<file path="config.mk">
export PLATFORM = sky130hd
export DESIGN_NAME = json_string_unescape_utf8
export DESIGN_NICKNAME = d
export VERILOG_FILES = /design/src/jsu_pkg.sv /design/src/jsu_decode.sv /design/src/json_string_unescape_utf8.sv
export SDC_FILE = /design/constraint.sdc
export NUM_CORES = 1
export LEC_CHECK = 0
export CAP_MARGIN = 20
export CORE_MARGIN = 2
export CORE_UTILIZATION = 25
export CTS_BUF_LIST = sky130_fd_sc_hd__clkbuf_4 sky130_fd_sc_hd__clkbuf_8
export DETAILED_ROUTE_END_ITERATION = 16
export DONT_BUFFER_PORTS = 1
export GPL_TIMING_DRIVEN = 0
export PLACE_DENSITY = 0.38
export SETUP_SLACK_MARGIN = 0.3
export SLEW_MARGIN = 10
export SYNTH_ARGS = -nofsm -noshare
export SYNTH_HDL_FRONTEND = slang
export SYNTH_HIERARCHICAL = 1
export SYNTH_SLANG_ARGS = --single-unit
</file>
<file path="constraint.sdc">
create_clock -name clk -period 2.45 [get_ports clk]
set_clock_uncertainty 0.15 [all_clocks]
set_input_delay 0.1225 -clock clk [delete_from_list [all_inputs] [get_ports clk]]
set_output_delay 0.1225 -clock clk [all_outputs]
set_load 0.01 [all_outputs]
</file>
<file path="src/jsu_pkg.sv">
package jsu_pkg;

    // Decoder phase codes
    localparam logic [2:0] PH_WAIT   = 3'd0;
    localparam logic [2:0] PH_BODY   = 3'd1;
    localparam logic [2:0] PH_ESC    = 3'd2;
    localparam logic [2:0] PH_HEX1   = 3'd3;
    localparam logic [2:0] PH_BSLASH = 3'd4;
    localparam logic [2:0] PH_LOWU   = 3'd5;
    localparam logic [2:0] PH_HEX2   = 3'd6;

    // Result kinds
    localparam logic [1:0] KIND_BYTE  = 2'd0;
    localparam logic [1:0] KIND_CLOSE = 2'd1;
    localparam logic [1:0] KIND_ERR   = 2'd2;

    // Error codes
    localparam logic [3:0] ERR_NO_QUOTE     = 4'd0;
    localparam logic [3:0] ERR_CONTROL      = 4'd1;
    localparam logic [3:0] ERR_BAD_ESCAPE   = 4'd2;
    localparam logic [3:0] ERR_BAD_HEX      = 4'd3;
    localparam logic [3:0] ERR_SHORT_HEX    = 4'd4;
    localparam logic [3:0] ERR_UNPAIRED     = 4'd5;
    localparam logic [3:0] ERR_BAD_LOW      = 4'd6;
    localparam logic [3:0] ERR_UNTERMINATED = 4'd7;
    localparam logic [3:0] ERR_TRUNCATED    = 4'd8;

    // Characters of interest
    localparam logic [7:0] CH_QUOTE  = 8'h22;
    localparam logic [7:0] CH_BSLASH = 8'h5c;
    localparam logic [7:0] CH_SLASH  = 8'h2f;
    localparam logic [7:0] CH_LC_B   = 8'h62;
    localparam logic [7:0] CH_LC_F   = 8'h66;
    localparam logic [7:0] CH_LC_N   = 8'h6e;
    localparam logic [7:0] CH_LC_R   = 8'h72;
    localparam logic [7:0] CH_LC_T   = 8'h74;
    localparam logic [7:0] CH_LC_U   = 8'h75;
    localparam logic [7:0] CH_BS     = 8'h08;
    localparam logic [7:0] CH_FF     = 8'h0c;
    localparam logic [7:0] CH_LF     = 8'h0a;
    localparam logic [7:0] CH_CR     = 8'h0d;
    localparam logic [7:0] CH_TAB    = 8'h09;
    localparam logic [7:0] CH_SPACE  = 8'h20;

    // Surrogate ranges
    localparam logic [15:0] HIGH_SUR_LO = 16'hd800;
    localparam logic [15:0] HIGH_SUR_HI = 16'hdbff;
    localparam logic [15:0] LOW_SUR_LO  = 16'hdc00;
    localparam logic [15:0] LOW_SUR_HI  = 16'hdfff;
    localparam logic [20:0] SUPP_BASE   = 21'h10000;

    // Results one input byte can cause
    localparam int MAX_RESULTS = 4;
    localparam int CNT_W       = $clog2(MAX_RESULTS + 1);

    typedef struct packed {
        logic [1:0] kind;
        logic [7:0] data;
        logic [3:0] err;
    } jsu_result_t;

    typedef struct packed {
        logic [2:0]  phase;
        logic [1:0]  digits;
        logic [15:0] accum;
        logic [9:0]  high_half;
    } jsu_state_t;

    function automatic jsu_result_t make_err(input logic [3:0] code);
        jsu_result_t r;
        r.kind = KIND_ERR;
        r.data = 8'h00;
        r.err  = code;
        return r;
    endfunction

    function automatic jsu_result_t make_byte(input logic [7:0] b);
        jsu_result_t r;
        r.kind = KIND_BYTE;
        r.data = b;
        r.err  = 4'd0;
        return r;
    endfunction

endpackage

</file>
<file path="src/jsu_decode.sv">
module jsu_decode
    import jsu_pkg::*;
(
    input  jsu_state_t        cur,
    input  logic [7:0]        in_byte,
    input  logic              input_end,
    output jsu_state_t        nxt,
    output jsu_result_t       res [MAX_RESULTS],
    output logic [CNT_W-1:0]  res_cnt
);

    logic        hex_ok;
    logic [3:0]  hex_val;
    logic [15:0] accum_new;
    logic        quad_done;
    logic [20:0] cp;
    jsu_result_t utf [MAX_RESULTS];
    logic [CNT_W-1:0] utf_cnt;

    // Hex digit value
    always_comb
    begin
        hex_ok  = 1'b1;
        hex_val = 4'd0;
        if (in_byte >= 8'h30 && in_byte <= 8'h39)
            hex_val = 4'(in_byte - 8'h30);
        else if (in_byte >= 8'h61 && in_byte <= 8'h66)
            hex_val = 4'(in_byte - 8'h57);
        else if (in_byte >= 8'h41 && in_byte <= 8'h46)
            hex_val = 4'(in_byte - 8'h37);
        else
            hex_ok = 1'b0;
    end

    assign accum_new = {cur.accum[11:0], hex_val};
    assign quad_done = (cur.digits == 2'd3);

    // Code point: plain quad, or joined surrogate pair
    assign cp = (cur.phase == PH_HEX2)
              ? SUPP_BASE + {1'b0, cur.high_half, accum_new[9:0]}
              : {5'd0, accum_new};

    // UTF-8 encoding of the code point
    always_comb
    begin
        for (int i = 0; i < MAX_RESULTS; i++)
            utf[i] = make_byte(8'h00);
        if (cp <= 21'h7f) begin
            utf[0]  = make_byte(cp[7:0]);
            utf_cnt = CNT_W'(1);
        end else if (cp <= 21'h7ff) begin
            utf[0]  = make_byte({3'b110, cp[10:6]});
            utf[1]  = make_byte({2'b10, cp[5:0]});
            utf_cnt = CNT_W'(2);
        end else if (cp <= 21'hffff) begin
            utf[0]  = make_byte({4'b1110, cp[15:12]});
            utf[1]  = make_byte({2'b10, cp[11:6]});
            utf[2]  = make_byte({2'b10, cp[5:0]});
            utf_cnt = CNT_W'(3);
        end else begin
            utf[0]  = make_byte({5'b11110, cp[20:18]});
            utf[1]  = make_byte({2'b10, cp[17:12]});
            utf[2]  = make_byte({2'b10, cp[11:6]});
            utf[3]  = make_byte({2'b10, cp[5:0]});
            utf_cnt = CNT_W'(4);
        end
    end

    // Step the decoder by one byte
    always_comb
    begin
        nxt     = cur;
        res_cnt = '0;
        for (int i = 0; i < MAX_RESULTS; i++)
            res[i] = make_byte(8'h00);

        unique case (cur.phase)
            PH_BODY:
            begin
                res_cnt = CNT_W'(1);
                if (input_end) begin
                    res[0]    = make_err(ERR_UNTERMINATED);
                    nxt.phase = PH_WAIT;
                end else if (in_byte == CH_QUOTE) begin
                    res[0].kind = KIND_CLOSE;
                    nxt.phase   = PH_WAIT;
                end else if (in_byte < CH_SPACE) begin
                    res[0]    = make_err(ERR_CONTROL);
                    nxt.phase = PH_WAIT;
                end else if (in_byte == CH_BSLASH) begin
                    res_cnt   = '0;
                    nxt.phase = PH_ESC;
                end else begin
                    res[0] = make_byte(in_byte);
                end
            end
            PH_ESC:
            begin
                res_cnt = CNT_W'(1);
                if (input_end) begin
                    res[0]    = make_err(ERR_TRUNCATED);
                    nxt.phase = PH_WAIT;
                end else begin
                    nxt.phase = PH_BODY;
                    unique case (in_byte)
                        CH_QUOTE:  res[0] = make_byte(CH_QUOTE);
                        CH_BSLASH: res[0] = make_byte(CH_BSLASH);
                        CH_SLASH:  res[0] = make_byte(CH_SLASH);
                        CH_LC_B:   res[0] = make_byte(CH_BS);
                        CH_LC_F:   res[0] = make_byte(CH_FF);
                        CH_LC_N:   res[0] = make_byte(CH_LF);
                        CH_LC_R:   res[0] = make_byte(CH_CR);
                        CH_LC_T:   res[0] = make_byte(CH_TAB);
                        CH_LC_U:
                        begin
                            res_cnt    = '0;
                            nxt.phase  = PH_HEX1;
                            nxt.digits = 2'd0;
                            nxt.accum  = 16'd0;
                        end
                        default:
                        begin
                            res[0]    = make_err(ERR_BAD_ESCAPE);
                            nxt.phase = PH_WAIT;
                        end
                    endcase
                end
            end
            PH_HEX1, PH_HEX2:
            begin
                if (input_end) begin
                    res_cnt   = CNT_W'(1);
                    res[0]    = make_err((cur.phase == PH_HEX1) ? ERR_SHORT_HEX
                                                                : ERR_UNPAIRED);
                    nxt.phase = PH_WAIT;
                end else if (!hex_ok) begin
                    res_cnt   = CNT_W'(1);
                    res[0]    = make_err(ERR_BAD_HEX);
                    nxt.phase = PH_WAIT;
                end else begin
                    nxt.accum = accum_new;
                    if (!quad_done) begin
                        nxt.digits = cur.digits + 2'd1;
                    end else begin
                        nxt.digits = 2'd0;
                        if (cur.phase == PH_HEX1 && accum_new >= HIGH_SUR_LO
                            && accum_new <= HIGH_SUR_HI) begin
                            // hold the high half until the low surrogate arrives
                            nxt.high_half = accum_new[9:0];
                            nxt.phase     = PH_BSLASH;
                        end else if (cur.phase == PH_HEX1 && accum_new >= LOW_SUR_LO
                                     && accum_new <= LOW_SUR_HI) begin
                            res_cnt   = CNT_W'(1);
                            res[0]    = make_err(ERR_UNPAIRED);
                            nxt.phase = PH_WAIT;
                        end else if (cur.phase == PH_HEX2 && (accum_new < LOW_SUR_LO
                                     || accum_new > LOW_SUR_HI)) begin
                            res_cnt   = CNT_W'(1);
                            res[0]    = make_err(ERR_BAD_LOW);
                            nxt.phase = PH_WAIT;
                        end else begin
                            res       = utf;
                            res_cnt   = utf_cnt;
                            nxt.phase = PH_BODY;
                        end
                    end
                end
            end
            PH_BSLASH:
            begin
                if (input_end || in_byte != CH_BSLASH) begin
                    res_cnt   = CNT_W'(1);
                    res[0]    = make_err(ERR_UNPAIRED);
                    nxt.phase = PH_WAIT;
                end else begin
                    nxt.phase = PH_LOWU;
                end
            end
            PH_LOWU:
            begin
                if (input_end || in_byte != CH_LC_U) begin
                    res_cnt   = CNT_W'(1);
                    res[0]    = make_err(ERR_UNPAIRED);
                    nxt.phase = PH_WAIT;
                end else begin
                    nxt.phase  = PH_HEX2;
                    nxt.digits = 2'd0;
                    nxt.accum  = 16'd0;
                end
            end
            default:
            begin
                nxt.phase = PH_WAIT;
                if (input_end) begin
                    res_cnt = CNT_W'(1);
                    res[0]  = make_err(ERR_TRUNCATED);
                end else if (in_byte == CH_QUOTE) begin
                    nxt.phase = PH_BODY;
                end else begin
                    res_cnt = CNT_W'(1);
                    res[0]  = make_err(ERR_NO_QUOTE);
                end
            end
        endcase
    end

endmodule

</file>
<file path="src/json_string_unescape_utf8.sv">
// JSON string unescaper: feed a string token one raw byte per transaction,
// starting at the opening quote; tuser high marks end of input and carries no
// byte. Each result is a decoded UTF-8 byte, a "string closed" marker or an
// error code, and tlast flags the final result caused by one input byte. A
// byte is decoded in the cycle it is accepted and its results are loaded into
// a four-entry output buffer that drains one result per cycle while m_axis_tready
// is high, so input runs at one byte per cycle while the sink is ready, except
// behind a multi-byte UTF-8 \u escape, where input stalls while the buffer empties.
module json_string_unescape_utf8
    import jsu_pkg::*;
(
    input  logic        clk,
    input  logic        rst_n,
    input  logic        s_axis_tvalid,
    output logic        s_axis_tready,
    input  logic [7:0]  s_axis_tdata,   // [7:0] in_byte
    input  logic        s_axis_tuser,   // [0] input_end
    output logic        m_axis_tvalid,
    input  logic        m_axis_tready,
    output logic [15:0] m_axis_tdata,   // [7:0] out_byte, [11:8] error_code, zero above
    output logic [1:0]  m_axis_tuser,   // [1:0] out_kind
    output logic        m_axis_tlast    // last_of_run
);

    jsu_state_t       state_reg;
    jsu_state_t       state_next;
    jsu_result_t      dec_res [MAX_RESULTS];
    logic [CNT_W-1:0] dec_cnt;
    jsu_result_t      buf_reg [MAX_RESULTS];
    logic [CNT_W-1:0] cnt_reg;
    logic             in_take;
    logic             out_take;

    jsu_decode u_decode (
        .cur       (state_reg),
        .in_byte   (s_axis_tdata),
        .input_end (s_axis_tuser),
        .nxt       (state_next),
        .res       (dec_res),
        .res_cnt   (dec_cnt)
    );

    // Accept when the buffer is empty or drains its last entry this cycle
    assign s_axis_tready = (cnt_reg == '0) || (cnt_reg == CNT_W'(1) && m_axis_tready);
    assign in_take       = s_axis_tvalid && s_axis_tready;
    assign out_take      = m_axis_tvalid && m_axis_tready;

    assign m_axis_tvalid = (cnt_reg != '0);
    assign m_axis_tdata  = {4'd0, buf_reg[0].err, buf_reg[0].data};
    assign m_axis_tuser  = buf_reg[0].kind;
    assign m_axis_tlast  = (cnt_reg == CNT_W'(1));

    // Advance decoder state on each accepted byte
    always_ff @(posedge clk or negedge rst_n)
    begin
        if (!rst_n) begin
            state_reg <= '0;
        end else if (in_take) begin
            state_reg <= state_next;
        end
    end

    // Track result count
    always_ff @(posedge clk or negedge rst_n)
    begin
        if (!rst_n) begin
            cnt_reg <= '0;
        end else if (in_take) begin
            cnt_reg <= dec_cnt;
        end else if (out_take) begin
            cnt_reg <= cnt_reg - CNT_W'(1);
        end
    end

    // Load results, or shift the head out
    always_ff @(posedge clk)
    begin
        if (in_take) begin
            buf_reg <= dec_res;
        end else if (out_take) begin
            for (int i = 0; i < MAX_RESULTS - 1; i++)
                buf_reg[i] <= buf_reg[i + 1];
        end
    end

endmodule

</file>
Word level (Yosys, flattened, before mapping)

Index checks and enable logic that the tools add are counted.

Divide/modulo/power cells: 0
Reduce and logical (&&, ||, !) cells: 26
Add/subtract/negate cells: 6
Eq/ne operators: 26
Shift-type cells: 0
Muxes and demuxes: 87
Bitwise gates (word level): 4
Magnitude comparators: 16
$mul: 0

Operator list:

| cell                                                   | number |
|---|---|
| two-way mux 42 bit                                     | 8 |
| two-way mux 14 bit                                     | 12 |
| one-hot mux 14 bit (9 select lines)                    | 1 |
| two-way mux 28 bit                                     | 4 |
| two-way mux 56 bit                                     | 2 |
| two-way mux 3 bit                                      | 28 |
| one-hot mux 14 bit (5 select lines)                    | 1 |
| == test 8 x 7 -> 1 bit (second input constant)         | 7 |
| two-way mux 18 bit                                     | 3 |
| one-hot mux 18 bit (3 select lines)                    | 1 |
| two-way mux 37 bit                                     | 1 |
| two-way mux 12 bit                                     | 3 |
| >= comparator 16 bit (second input constant)           | 2 |
| <= comparator 16 bit (second input constant)           | 2 |
| one-hot mux 3 bit (5 select lines)                     | 2 |
| adder 17 x 20 -> 21 bit (first input constant)         | 1 |
| <= comparator 21 x 11 -> 1 bit (second input constant) | 1 |
| <= comparator 21 x 16 -> 1 bit (second input constant) | 1 |
| <= comparator 21 x 7 -> 1 bit (second input constant)  | 1 |
| two-way mux 21 bit                                     | 1 |
| two-way mux 10 bit                                     | 2 |
| == test 8 x 6 -> 1 bit (second input constant)         | 2 |
| >= comparator 8 x 7 -> 1 bit (second input constant)   | 2 |
| greater-than comparator 16 bit (second input constant) | 1 |
| other kinds (35)                                       | 76 |

RAM bits: 0
Register bits after elaboration: 86
Bits in read-only memories: 0
Memories kept: 0
Bits in latches: 0
Bits of input ports: 13

Depth between registers and ports, before layout

Gate-level depths: netlist of the first run.

Depth after elaboration: 19
Mapped depth: 12
Mapped depth without buffers: 10

Modules after synthesis

The synthesis of the first run kept the hierarchy.

Modules (own cells, without submodules):

| module                    | times used | cells each | area each (sq um) |
|---|---|---|---|
| json_string_unescape_utf8 | 1          | 226        | 4000.1 |
| jsu_decode                | 1          | 367        | 2354.8 |

Least setup slack after synthesis of the first run

Ideal clock, no wire load.

Path type: flip-flop to flip-flop
From: register state_reg[3] in the netlist's numbering
To: register buf_reg[32] in the netlist's numbering, data pin
Required time: 2.040 ns
Stages on the path, launching flop included: 9
Arrival time: 2.274 ns
Path slack: -0.234 ns
Cells stage by stage: dfrtp_1 > or4_1 > mux2i_1 > nor2b_1 > buf_2 > mux2_2 > a21oi_1 > nor2_1 > mux2_4

RTL lines:

| element                        | RTL line                        | source |
|---|---|---|
| start: declaration             | json_string_unescape_utf8.sv:25 | `jsu_state_t state_reg;` |
| start signal: assignment       | json_string_unescape_utf8.sv:59 | `state_reg <= state_next;` |
| end signal: assignment         | json_string_unescape_utf8.sv:79 | `buf_reg <= dec_res;` |
| end signal: indexed assignment | json_string_unescape_utf8.sv:82 | `buf_reg[i] <= buf_reg[i + 1];` |
| end: declaration               | json_string_unescape_utf8.sv:29 | `jsu_result_t buf_reg [MAX_RESULTS];` |

==> flow_summary.ini, run 1 <==
[synth]
synth.cell_area_um2 = 6160
syn_area_per_cell_um2 = 10.6
synth_warnings = 6
netlist_instances = 581

[cts]
cts.sinks = 86
cts.path.max_buffers = 2
cts_tree = built
h-tree-depth = 3
clock_latency_ns = 0.38
cts-root-buf = clkbuf_8
cts_made_buffers = 9
path_clk_slew_ns = 0.10

[setup_path]
path_delay_family = multiplexers
path_max_fanout = 6
cp.buffers_inverters = 1
worstPathRequired_ns = 2.45
start_kind = register
path_cells = or4_4, mux2i_4, nor2b_2, buf_4, mux2_4, a21oi_4, nor2_1, mux2_4
critical-path-max-stage-delay_ns = 0.50
end_kind = register
cpMaxStageDelayCell = dfrtp_2
critical_path_depth = 8
rr_worst_depth = 8
worst_path_most_repeated_cell = mux2_4
crit_arrival_ns = 2.59
worstSetupPathType = register to register

[die]
num_rows = 57
io_pins = 34
initial_core_util_pct = 25.4
coreArea_um2 = 24200
dieArea_um2 = 25900
die_y_um = 161
die_width_um = 161

[drt]
routed_wl_um = 20000
wire_per_inst_um = 19.4
drt_first_pass_iters = 5
drc = 0
postRouteAntennaNets = 0
vias_per_cell = 4.91
drt-initial-drc-count = 367
vias = 5059

[sta]
hold_violations = 0
period_needed_ns = 2.59
setup_viol = 23
rsz0062_at_grt = yes
drv_slew = 0
tightest_slew_ns = 0.990
worst_slack_ns = -0.139
fmax_mhz = 386
maxSlewHeadroom_pct = 33.3
hold_ws_ns = 0.0277
tns_ns = -1.23
finalCritPeriodShare_pct = 106

[power_and_ir_drop]
power.density_nw_per_um2 = 606
ir_worst_vdd_mv = 0.431
p_leak_nw = 3.44
p_total_mw = 5.19

[place]
dp_hpwl_um = 13300
io_buffers = 0
dpl_cell_area_um2 = 6840
gp_congestion = 0.908

[global_route]
grt_pass1_vias = 5048
grt_use_total_pct = 15.2
antenna_found_initial = 0
grt_pass1_wl_um = 30000
grt_max_degree = 31
overflow = 0

[status]
violations = setup timing
status = finished with violations

[finish]
finalCoreUtilization_pct = 35.3
diodes = 0
drive_gt1_share_pct = 52.3
fin_area_um2 = 8560
largest_reg_flops = 42
syn2layout_area_growth_pct = 38.9
finish.net_count = 725
fillers = 2471

[hold_path]
holdPathStages = 4
min_path_type = input port to register

[flow_run]
cap_violations = 0
-- power breakdown --
part           leakage [nW]  switching [mW]  internal, mW
Clock                0.0923           0.602         0.475
Sequential            0.951           0.127          2.04
Combinational          2.39           0.916          1.03
Total                  3.44            1.65          3.54
-- worst reg2reg max path, stage by stage (launching register included) --
cell and delay (ns):
dfrtp_2 0.50, or4_4 0.48, mux2i_4 0.19, nor2b_2 0.17, buf_4 0.13, mux2_4 0.31, a21oi_4 0.13, nor2_1 0.05
mux2_4 0.25
-- through the flow --
stage                     worst slack [ns]  instances
final                               -0.139       1031
after global routing                -0.203       1031
after CTS                           -0.148       1004
after detailed placement            -0.757        928
after global placement              -0.796        928
after floorplan                    -0.0595        604
-- final timing paths --
| kind | slack, ns | from | end |
|---|---|---|---|
| min | 0.03 | m_axis_tready | cnt_reg[2] |
| max | -0.14 | state_reg[1] | buf_reg[32] |
| max reg2reg | -0.14 | state_reg[1] | buf_reg[32] |
| min reg2reg | 0.37 | state_reg[13] | state_reg[13] |
| max in group asynchronous | 1.93 | rst_n | state_reg[7] |
| min in group asynchronous | 0.04 | rst_n | state_reg[15] |
-- layout make-up --
class                   count  area, µm²  area share [%]
flip-flops and latches     86       2440            28.5
multi-input cells         427       3990            46.6
repair buffers             85        758            8.86
plain buffers              79        691            8.07
clock inverters             6       71.3           0.833
repair inverters            3       22.5           0.263
well taps                 324        405            4.74
inverters                  12       55.1           0.643
clock buffers               9        124            1.45
-- placed cells by master, fill, tap and decap left out, types with 11 or more instances in the layout --
cell / instances
a21oi_1: 19
edfxtp_1: 56
nand3_1: 15
buf_4: 103
nand2_1: 31
a22o_1: 11
o21ai_0: 14
mux2_4: 77
dfrtp_1: 21
buf_6: 21
nor2_1: 33
conb_1: 25
-- timing repair --
| item | CTS | global route |
|---|---|---|
| buffers inserted | 54 | 26 |
| hold endpoints to repair | 37 | 0 |
| gates resized for setup | 146 | 64 |
| pin swaps | 28 | 16 |
| endpoints found under the setup margin | 107 | 117 |
| hold buffers | 5 | 0 |
| cloned | 2 | 1 |
-- metal layers --
metal,up-vias,track usage (%),part of all wire [%]
met5,-,0,0
li1,2358,-,-
met4,0,5.44,2.8
met3,41,2.34,4.8
met2,161,24.4,46
met1,2499,20.7,46
Power figures use the tool's default switching activity.
==> run 2: changes to the inputs <==
--- a/config.mk
+++ b/config.mk
@@ -11,9 +11,7 @@
 export CTS_BUF_LIST = sky130_fd_sc_hd__clkbuf_4 sky130_fd_sc_hd__clkbuf_8
 export DETAILED_ROUTE_END_ITERATION = 16
 export DONT_BUFFER_PORTS = 1
-export GPL_TIMING_DRIVEN = 0
 export PLACE_DENSITY = 0.38
-export SETUP_SLACK_MARGIN = 0.3
 export SLEW_MARGIN = 10
 export SYNTH_ARGS = -nofsm -noshare
 export SYNTH_HDL_FRONTEND = slang
==> run 2 against run 1 <==
Effect of this change: critical endpoint is now m_axis_tdata[6]; the run still ends with setup timing left; non-clock buffer count increased by 9; critical path type unchanged; flip-flop and latch count unchanged; sequential share of layout area increased by 0.35 points; global-route usage increased by 0.31 points.
==> flow_summary.ini, run 2 (synthesis results as in run 1) <==
[status]
status = finished with violations
violations = setup timing

[sta]
drv_slew = 0
setup_viol = 23
rsz0062_at_grt = yes
fmax_mhz = 388
tightest_slew_ns = 0.801
worst_slack_ns = -0.128
maxSlewHeadroom_pct = 46.0
period_needed_ns = 2.58
finalCritPeriodShare_pct = 105
tns_ns = -1.40
hold_violations = 0

[flow_run]
cap_violations = 0

[drt]
routed_wl_um = 20200
drc = 0
wire_per_inst_um = 19.5
vias_per_cell = 4.87
drt_first_pass_iters = 5
vias = 5055
drt-initial-drc-count = 362
postRouteAntennaNets = 0

[power_and_ir_drop]
ir_worst_vdd_mv = 0.348
swShare_pct = 31.6
pwr-share-clk_pct = 23.2
p_int_mw = 3.28
power.density_nw_per_um2 = 570
p_leak_nw = 3.39
p_switching_mw = 1.52
p_comb_share_pct = 30.1
power_frac_seq_pct = 46.7
p_total_mw = 4.80

[global_route]
grt_util_met3_pct = 3.57
grtUsageMet2_pct = 25.4
busiest_layer = met2
met1_usage_pct = 19.9
grt_max_degree = 43
grt_use_total_pct = 15.5
grt_pass1_wl_um = 30400
overflow = 0
grt_pass1_vias = 5147
antenna_found_initial = 0

[setup_path]
end_kind = register
start_kind = register
rr_startpoint = state_reg[7]
crit_arrival_ns = 2.57
rr_worst_depth = 10
worstSetupPathType = register to register
r2r_slack_ns = -0.13
path_max_fanout = 3
r2r-end = m_axis_tdata[6]
worstPathRequired_ns = 2.44

[hold_path]
min_to = m_axis_tdata[4]
hold_start = s_axis_tdata[4]
holdPathStages = 3
min_path_type = input port to register

[die]
die_width_um = 161
io_pins = 34
dieArea_um2 = 25900
coreArea_um2 = 24200
initial_core_util_pct = 25.4
die_y_um = 161
num_rows = 57

[place]
dp_hpwl_um = 14400
io_buffers = 0
pre_cts_slack_ns = -0.344
dpl_cell_area_um2 = 7240
gp_congestion = 0.886

[finish]
finish.net_count = 731
syn2layout_area_growth_pct = 36.6
final_cell_mix = buf_4, mux2_4, edfxtp_1
ff_latch_area_um2 = 2430
drive_gt1_share_pct = 47.6
fillers = 2443
largest_reg_flops = 42
layout_commonest_cell = buf_4
multiInputGateArea_um2 = 3780
finalCoreUtilization_pct = 34.7
fin_area_um2 = 8420
diodes = 0

[cts]
cts.path.max_buffers = 2
cts.sinks = 86
cts_made_buffers = 9
cts_tree = built
cts-root-buf = clkbuf_8
clock_latency_ns = 0.38
path_clk_slew_ns = 0.10
h-tree-depth = 3
## run 2: changes by cell type in the layout (fill, tap and decap cells not counted), moves of 8 or more
cell	previous run	this run
buf_4	103	132
buf_8	10	1
clkbuf_2	10	0
dfrtp_1	21	29
dfrtp_2	9	1
mux2_2	2	18
mux2_4	77	61
## run 2: final cells by class
type                            count  share of cell area, %
Multi-Input combinational cell    427                   44.9
Sequential cell                    86                   28.9
Timing Repair Buffer              173                   18.2
Tap cell                          324                   4.81
Clock buffer                        9                   1.47
Clock inverter                      7                   1.07
Inverter                           12                  0.579
## run 2: what timing repair did
| action | 4_1_cts | 5_1_grt |
|---|---|---|
| hold endpoints to repair | 42 | 0 |
| gates resized for setup | 58 | 75 |
| pin swaps | 18 | 34 |
| gates cloned | 0 | 1 |
| buffers inserted | 13 | 18 |
| hold buffers | 12 | 0 |
| endpoints found under the setup margin | 50 | 91 |
## run 2: worst max-delay path by stage
stage | from | end | slack, ns | cells after the start
6_report | state_reg[7] | m_axis_tdata[6] | -0.13 | 10
5_1_grt | state_reg[7] | m_axis_tdata[6] | -0.24 | 10
4_1_cts | state_reg[7] | m_axis_tdata[6] | -0.11 | 10
3_5_place_dp | state_reg[6] | buf_reg[37] | -0.34 | 10
3_3_place_gp | state_reg[29] | m_axis_tdata[5] | -0.36 | 8
2_1_floorplan | state_reg[4] | buf_reg[32] | -0.06 | 8
## run 2: critical path: stages, from the launching register on
cell and delay [ns]:
dfrtp_1 0.43, ha_4 0.19, or2_4 0.24, a211oi_4 0.22, nand3_1 0.10, o31a_1 0.30, buf_6 0.15, buf_6 0.11
o21ai_2 0.10, nand3_1 0.09, mux2_4 0.26
## run 2: stage by stage
stage,hold WS (ns),instances
floorplan,-0.323,604
global placement,-0.321,979
detailed placement,-0.321,979
CTS,0.00714,1020
global route,0.00517,1038
finish,0.0240,1038
## run 2: per-layer routing
metal,part of all wire [%],routed length (µm)
met1,45,9060
met2,48,9700
met3,4.6,922
met4,2.7,548
met5,0,0
## run 2: power groups by stage
stage          clock [mW]  sequential (mW)  combinational, mW
2_1_floorplan           0             2.15               1.32
3_3_place_gp            0             2.28               1.35
3_5_place_dp            0             2.28               1.38
4_1_cts              1.17             2.25               1.44
5_1_grt              1.22             2.28               1.57
6_report             1.11             2.24               1.45
==> run 3: changes to the inputs <==
--- a/config.mk
+++ b/config.mk
@@ -7,13 +7,15 @@
 export LEC_CHECK = 0
 export CAP_MARGIN = 20
 export CORE_MARGIN = 2
-export CORE_UTILIZATION = 25
+export CORE_UTILIZATION = 61
 export CTS_BUF_LIST = sky130_fd_sc_hd__clkbuf_4 sky130_fd_sc_hd__clkbuf_8
 export DETAILED_ROUTE_END_ITERATION = 16
 export DONT_BUFFER_PORTS = 1
-export PLACE_DENSITY = 0.38
+export PLACE_DENSITY = 0.78
+export SKIP_CTS_REPAIR_TIMING = 1
 export SLEW_MARGIN = 10
 export SYNTH_ARGS = -nofsm -noshare
 export SYNTH_HDL_FRONTEND = slang
 export SYNTH_HIERARCHICAL = 1
 export SYNTH_SLANG_ARGS = --single-unit
+export TNS_END_PERCENT = 50
==> run 3 against run 2 <==
Effect of this change: the run ends with hold timing, setup timing left; critical path type unchanged; largest power group unchanged; non-clock buffer count is 53 lower; clock power up 8%; sequential power hardly changed; highest routed layer unchanged.
==> flow_summary.ini, run 3 (synthesis results as in run 1) <==
[finish]
layout_commonest_cell = buf_4
ff_latch_area_um2 = 2430
final_cell_mix = buf_4, edfxtp_1, mux2_4
finalCoreUtilization_pct = 75.8
fin_area_um2 = 7410
syn2layout_area_growth_pct = 20.3
diodes = 0
multiInputGateArea_um2 = 3530
drive_gt1_share_pct = 39.8
largest_reg_flops = 42
finish.net_count = 678
fillers = 644
final_cells = 794

[place]
dpl_cell_area_um2 = 6750
gp_congestion = 1.02
pre_cts_slack_ns = -0.179
io_buffers = 0
dp_hpwl_um = 11500
post-place-cells = 758

[cts]
h-tree-depth = 3
path_clk_slew_ns = 0.09
cts.sinks = 86
cts_made_buffers = 9
cts.path.max_buffers = 2
cts_tree = built
clock_latency_ns = 0.38
cts-root-buf = clkbuf_8

[setup_path]
start_kind = register
path_max_fanout = 4
crit_arrival_ns = 2.60
end_kind = register
worstPathRequired_ns = 2.42
worstSetupPathType = register to register

[sta]
rsz0062_at_grt = yes
tns_ns = -1.93
maxSlewHeadroom_pct = 51.7
setup_viol = 20
finalCritPeriodShare_pct = 107
fmax_mhz = 381
hold_violations = 1
hold_ws_ns = -0.0270
tightest_slew_ns = 0.717
drv_slew = 0
worst_slack_ns = -0.175
period_needed_ns = 2.62

[die]
coreArea_um2 = 9770
initial_core_util_pct = 63.1
die_y_um = 105
dieArea_um2 = 10900
die_width_um = 105
io_pins = 34
num_rows = 36

[flow_run]
cap_violations = 0

[global_route]
grt_pass1_wl_um = 25100
grt_pass1_vias = 4778
grt_max_degree = 43
grt_use_total_pct = 29.6
overflow = 0
antenna_found_initial = 0

[drt]
drt-initial-drc-count = 688
vias_per_cell = 6.32
postRouteAntennaNets = 0
drc = 0
vias = 5021
wire_per_inst_um = 20.7
drt_first_pass_iters = 6
routed_wl_um = 16400

[status]
status = finished with violations
violations = hold timing, setup timing

[hold_path]
min_path_type = input port to register

[power_and_ir_drop]
p_leak_nw = 3.07
ir_worst_vdd_mv = 0.696
power.density_nw_per_um2 = 645
p_total_mw = 4.78
run 3: changes by cell type in the layout (fill, tap and decap cells not counted), moves of 4 or more:
| cell | delta |
|---|---|
| o21ai_2 | -4 |
| mux2_4 | -11 |
| buf_6 | -14 |
| buf_12 | -5 |
| mux2_2 | +8 |
| buf_4 | -30 |
| nor2_2 | +6 |
| nor2_4 | -6 |
run 3: path summary, 6_finish.rpt:
kind | startpoint | end | slack (ns) | cells after the start
worst max-delay path | state_reg[4] | buf_reg[32] | -0.17 | 7
worst min-delay path | s_axis_tvalid | cnt_reg[0] | -0.03 | 3
worst max register to register | state_reg[4] | buf_reg[32] | -0.17 | 7
worst min register to register | buf_reg[21] | buf_reg[35] | 0.40 | 1
max in group asynchronous | rst_n | state_reg[16] | 1.92 | 2
min in group asynchronous | rst_n | state_reg[29] | 0.05 | 2
run 3: layout make-up:
cell class / count / share of cell area, %
timing repair buffer: 120 / 13.4
multi-input combinational: 427 / 47.7
sequential: 86 / 32.8
clock buffer: 10 / 1.77
inverter: 12 / 0.658
tap: 133 / 2.24
clock inverter: 6 / 1.47
run 3: power breakdown:
| part | total (mW) | internal (mW) | switching (mW) |
|---|---|---|---|
| Sequential | 2.24 | 2.05 | 0.187 |
| Combinational | 1.34 | 0.690 | 0.650 |
| Clock | 1.20 | 0.688 | 0.515 |
| Total | 4.78 | 3.43 | 1.35 |
run 3: worst max-delay path, stage by stage, from the launching register on:
cell	delay (ns)
dfrtp_1	0.39
or4_4	0.56
mux2i_4	0.26
nor2b_4	0.23
mux2_4	0.31
a21oi_2	0.15
nor2_1	0.06
mux2_4	0.25
run 3: routing by layer:
layer  up-vias  GRT usage (%)  part of all wire (%)  wire (µm)
met5         -              0                     0          0
met2       297           48.7                    49       8050
met3        62           5.95                   8.1       1330
met1      2402           37.8                    39       6410
li1       2260              -                     -          -
met4         0           13.1                   3.9        646
